**src/sabs_pkg.sv**
```systemverilog
package sabs_pkg;

  localparam int MAX_ENTRIES = 256;
  localparam int IDX_W       = $clog2(MAX_ENTRIES);
  localparam int CNT_W       = $clog2(MAX_ENTRIES + 1);
  localparam int BND_W       = CNT_W + 1;
  localparam int QDEPTH      = 2;
  localparam int QPTR_W      = $clog2(QDEPTH);
  localparam int QCNT_W      = $clog2(QDEPTH + 1);

  localparam logic [1:0] FUNC_APPEND = 2'd0;
  localparam logic [1:0] FUNC_SEARCH = 2'd1;
  localparam logic [1:0] FUNC_CLEAR  = 2'd2;

  typedef enum logic [1:0] {
    OP_APPEND,
    OP_SEARCH,
    OP_CLEAR,
    OP_NONE
  } op_t;

  typedef struct packed {
    op_t                op;
    logic signed [31:0] value;
  } cmd_t;

endpackage

```
**src/sabs_front.sv**
```systemverilog
module sabs_front (
  input  logic                      clk,
  input  logic                      rst,
  input  logic                      push,
  input  logic [1:0]                func,
  input  logic signed [31:0]        value,
  output logic                      full,
  output logic                      cmd_valid,
  output sabs_pkg::cmd_t            cmd,
  input  logic                      cmd_take
);
  import sabs_pkg::*;

  cmd_t              slots [QDEPTH];
  logic [QPTR_W-1:0] wr_ptr;
  logic [QPTR_W-1:0] rd_ptr;
  logic [QCNT_W-1:0] fill;
  logic              do_push;
  logic              do_take;
  cmd_t              incoming;

  function automatic op_t classify(input logic [1:0] f);
    op_t o;
    unique case (f)
      FUNC_APPEND: o = OP_APPEND;
      FUNC_SEARCH: o = OP_SEARCH;
      FUNC_CLEAR:  o = OP_CLEAR;
      default:     o = OP_NONE;
    endcase
    return o;
  endfunction

  assign full      = (fill == QCNT_W'(QDEPTH));
  assign cmd_valid = (fill != '0);
  assign do_push   = push && !full;
  assign do_take   = cmd_take && cmd_valid;
  assign cmd       = slots[rd_ptr];

  always_comb begin
    incoming.op    = classify(func);
    incoming.value = value;
  end

  always_ff @(posedge clk) begin
    if (do_push) begin
      slots[wr_ptr] <= incoming;
    end
  end

  always_ff @(posedge clk) begin
    if (rst) begin
      wr_ptr <= '0;
      rd_ptr <= '0;
      fill   <= '0;
    end else begin
      if (do_push) begin
        wr_ptr <= (wr_ptr == QPTR_W'(QDEPTH - 1)) ? '0 : wr_ptr + 1'b1;
      end
      if (do_take) begin
        rd_ptr <= (rd_ptr == QPTR_W'(QDEPTH - 1)) ? '0 : rd_ptr + 1'b1;
      end
      case ({do_push, do_take})
        2'b10:   fill <= fill + 1'b1;
        2'b01:   fill <= fill - 1'b1;
        default: fill <= fill;
      endcase
    end
  end

endmodule

```
**config.mk**
```make
export PLATFORM = sky130hd
export DESIGN_NAME = sabs_front
export DESIGN_NICKNAME = d
export VERILOG_FILES = /design/src/sabs_pkg.sv /design/src/sabs_front.sv
export SDC_FILE = /design/constraint.sdc
export NUM_CORES = 1
export LEC_CHECK = 0
export BUFFER_PORTS_ARGS = -buffer_cell sky130_fd_sc_hd__buf_2
export CAP_MARGIN = 5
export CELL_PAD_IN_SITES_DETAIL_PLACEMENT = 0
export CELL_PAD_IN_SITES_GLOBAL_PLACEMENT = 1
export CORE_ASPECT_RATIO = 2
export CORE_MARGIN = 5
export CORE_UTILIZATION = 40
export CTS_BUF_LIST = sky130_fd_sc_hd__clkbuf_16
export CTS_CLUSTER_DIAMETER = 80
export CTS_CLUSTER_SIZE = 30
export DETAILED_ROUTE_END_ITERATION = 8
export PLACE_DENSITY = 0.78
export SLEW_MARGIN = 20
export SYNTH_ARGS = -nofsm -noshare
export SYNTH_HDL_FRONTEND = slang
export SYNTH_SLANG_ARGS = --single-unit
```
**constraint.sdc**
```tcl
create_clock -name clk -period 2.9 [get_ports clk]
set_input_delay 0.87 -clock clk [delete_from_list [all_inputs] [get_ports clk]]
set_output_delay 0.87 -clock clk [all_outputs]
set_load 0.005 [all_outputs]
```
Word-level counts from Yosys, hierarchy flattened
Memory sizes are Yosys's and may differ from the RTL's. A register that Yosys moved wholly into a read port is not among the register bits.
Index checks and enable logic that the tools add are counted.
- register bits: 4
- RAM bits: 68
- input port bits: 38
- output and inout port bits: 36
- word-level logic and storage cells: 27
- memories kept: 1
- memories (name ; depth ; bits a word ; read ports ; clocked after memory_dff ; write ports ; line ; RTL):
    slots ; 2 ; 34 ; 1 ; 1 ; 1 ; sabs_front.sv:14 ; cmd_t slots [QDEPTH];
- add/subtract/negate cells: 4
- equal/unequal tests: 5
- muxes and demuxes: 8
- reductions and logical operators: 6
- operator list (operator ; count):
    $eq 2x2->1 const B ; 3
    $mux 1 ; 6
    $pmux 2 s3 ; 1
    $eq 2x1->1 const B ; 2
    $pmux 2 s2 ; 1
    $reduce_bool 2->1 ; 2
    $add 1x1->1 const B ; 2
    $add 2x1->2 const B ; 1
    $logic_and 1x1->1 ; 2
    $logic_not 2->1 ; 1
    $sub 2x1->2 const B ; 1
    $logic_not 1->1 ; 1

Longest topological paths before layout
- word-level depth: 5
- gate-level depth with buffers: 6
- mapped depth without buffers: 6

Worst setup path before layout
Ideal clock, no wire load.
- path type: input to register
- start point: in push
- end point: mem slots[0][0] in the netlist's numbering (enable)
- library setup time: 389 ps
- arrival time: 1938 ps
- data required time: 2511 ps
- setup slack: 573 ps
- stages: 3
- buffers on the path: 0
- path through: inv_1 or3_1 inv_1
- cells in the longest elaborated chain, start to end: 3
- ends and longest elaborated chain (element ; line ; RTL):
    start: declaration ; sabs_front.sv:4 ; input logic push,
    $logic_and 1x1->1 ; sabs_front.sv:35 ; assign do_push = push && !full;
    $mux 1 ; sabs_front.sv:45 ; if (do_push) begin
    $mux 1 (not written as such) ; sabs_front.sv:46 ; slots[wr_ptr] <= incoming;
    end: declaration ; sabs_front.sv:14 ;
No other way between the ends.

==> impl_results.md <==
- Hold crit path type: flip-flop to flip-flop
- CTS Root Cell: clkbuf_16
- Delay-heaviest family, CP: buffers and inverters
- CTS Sinks: 73
- Sequential cell area: approximately 2100 µm²
- Top Ports: 74
- Yosys warns: 0
- Synth unique cells: 19
- CTS Buf Count: 9
- Tmin final: between 2 and 2.5 ns
- Data required, critical path: ~2.0 ns
- Hold path depth: 2
- Syn_nets: roughly 170
- ANT nets after route: 0
- Final setup viols: 0
- IO buf count: 73
- Max-slew violations: 0
- Post-layout util: 0.519
- Largest net degree at the start of global routing: 35
- Crit-path max FO: 34
- Leak Pwr: between 1 and 1.5 nW
- Setup WS post-layout: ~0.47 ns
- DP Worst Slack: about 0.79 ns
- Die Height: around 130 µm
- Max IR drop VDD: 0.485 mV
- Worst Tran Pin Value: about 0.45 ns
- Die Wd: just under 70 µm
- Most common cell after layout, fill and taps aside: buf_2
- Clock Latency Late Sink: 0.32 ns
- Synth Cell Area: 2680 µm²
- CP Launch Type: flip-flop
- Reg2Reg Depth: 3
- WP buf/inv: 2
- CTS clock-pin slew for the worst setup and hold paths: approximately 0.050 ns
- Fin crit share: 0.839
- Grt ovf: 0
- Initial DRC count: 40
- Reg2reg end: slots[1][26]
- RSZ-0062 raised after global routing: no
- Critical-path top delay cell: mux2_2
- CP Cell Sequence: buf_4 -> mux2_2 -> buf_2
- Initial DRT Pass Iterations: 4
- Hold_ws: slightly below 0.5 ns
- Vias per Instance: approximately 4.6
- Starting Density: 0.408
- Worst hold start: wr_ptr
- Layout Cells excl Fill: 309
- Antenna violations before repair: 1
- Wire per inst: 15.0 µm
- Max-cap violations: 0
- First-pass GRT wire length: ~7200 µm
- Avg Inst Size Synth: 20.0 µm²
- Total global-route track usage: 0.122
- Status: complete, no violations
- Power per Cell Area: a little under 900 nW/µm²
- Die Area: ~8500 µm²
- Core ar.: around 6600 µm²
- Post-CTS Hold Buffers: 0
- Worst EP arrival: about 1.6 ns
- Setup Fix Bufs, Post-CTS: 0
- Rel. slew slack: 0.701
- Vias: 1425
- Post-Route WL: between 4000 and 5000 µm
- Multi-input gate area: 499 µm²
- Placer congestion estimate: 0.713
- Slowest stage delay, CP: about 0.41 ns
- Share of cells above drive strength 1: 0.561
- Max Fclk: a little over 0.4 GHz
- Area delta synth->final: 27.3%
- Clk buf depth: 2
- Nets: approximately 260
- Kind of end point of the critical path: output pin
- Dpl hpwl: 3280 µm
- Antenna diodes: 0
- Setup tns final: 0 ns
- DRC Markers: 0
- Clock Skews: between 0.002 and 0.0025 ns
- Htree depth: 3
- Sequential fraction of the synthesis area: 0.800
- Most frequent cells in the layout: 73 x buf_2, 68 x edfxtp_1, 34 x mux2_2
- CTS tree: built
- Hold EP: wr_ptr
- Resize count post-CTS: 0
- FF-to-FF setup slack: approximately 1.2 ns
- #FFs+latches synth: 73
- Hold Vio Cnt, Final: 0
- Post-synthesis cell count: about 130
- Crit Path Class: flip-flop to output pin
- Reg2reg start: fill[0]
- Layout fillers: approximately 570
- Post-placement cell count: approximately 300
- Number of cell rows: 42
- Vias in the first global route: 1508
==> cell usage after synthesis <==
master | instances | area (µm²)
o21ai_0 | 2 | 10.0
mux2_2 | 34 | 383
o21a_1 | 1 | 7.51
xnor2_1 | 2 | 17.5
inv_2 | 1 | 3.75
nor2_1 | 3 | 11.3
or3_1 | 2 | 12.5
clkbuf_1 | 2 | 7.51
nand2_1 | 1 | 3.75
buf_2 | 4 | 20.0
nand2b_2 | 1 | 8.76
and3_1 | 1 | 6.26
ha_1 | 1 | 12.5
edfxtp_1 | 68 | 2040
a21oi_1 | 2 | 10.0
dfxtp_1 | 5 | 100
inv_1 | 2 | 7.51
or2_2 | 1 | 6.26
xor2_1 | 1 | 8.76
==> flip-flops by register name, summed over array words and instances (netlist names), named ones only <==
register  count
slots        68
wr_ptr        1
rd_ptr        1
fill          2
==> per-stage QoR <==
stage                     area, µm²  total power, mW
after floorplan                2680             1.84
after global placement         3160             2.13
after detailed placement       3160             2.14
after CTS                      3410             3.05
after global routing           3410             3.19
final                          3410             3.00
==> per-layer routing <==
metal  up-vias  GRT usage  share of wire  wire length [µm]
met3        11     0.0597          0.067               312
met5         -          0         0.0028                13
li1        677          -              -                 -
met1       693      0.109           0.33              1520
met4         2     0.0668          0.027               123
met2        42      0.213           0.58              2670
==> kinds of logic after synthesis <==
family / count (synthesis) / synth area share
buffers and inverters: 9 / 0.0145
adder cells (fa/ha/maj): 1 / 0.00467
AO/OA/AOI/OAI: 5 / 0.0103
multiplexers: 34 / 0.143
AND/OR/NAND/NOR: 9 / 0.0182
XOR/XNOR: 3 / 0.00981
flip-flops: 73 / 0.800
==> worst reg2reg max path, delay by kind of cell (launching register included) <==
family,cells,cell delay [ns]
buf+inv,1,0.35
simple gates,2,0.63
flops,1,0.41
==> power breakdown <==
part	internal, mW	switching (mW)	leakage [nW]	total [mW]
sequential	1.34	0.0461	0.677	1.38
combinational	0.375	0.337	0.500	0.712
clock	0.555	0.351	0.141	0.906
total	2.27	0.735	1.32	3.00
==> final cells by class <==
type                            instances  area share
Inverter                                3     0.00330
Tap cell                               88      0.0323
Clock buffer                            9      0.0661
Sequential cell                        73       0.628
Clock inverter                          7     0.00771
Multi-Input combinational cell         52       0.146
Timing Repair Buffer                   77       0.116
==> how the worst max path moves through the flow <==
stage          slack, ns  cells after the start          end      start
2_1_floorplan       0.57                      3  slots[0][0]       push
3_3_place_gp        0.79                      3      cmd[15]  flip-flop
3_5_place_dp        0.79                      3      cmd[15]  flip-flop
4_1_cts             0.42                      3      cmd[12]  flip-flop
5_1_grt             0.38                      3      cmd[15]  flip-flop
6_report            0.47                      3      cmd[12]  flip-flop
Power figures use the tool's default switching activity.
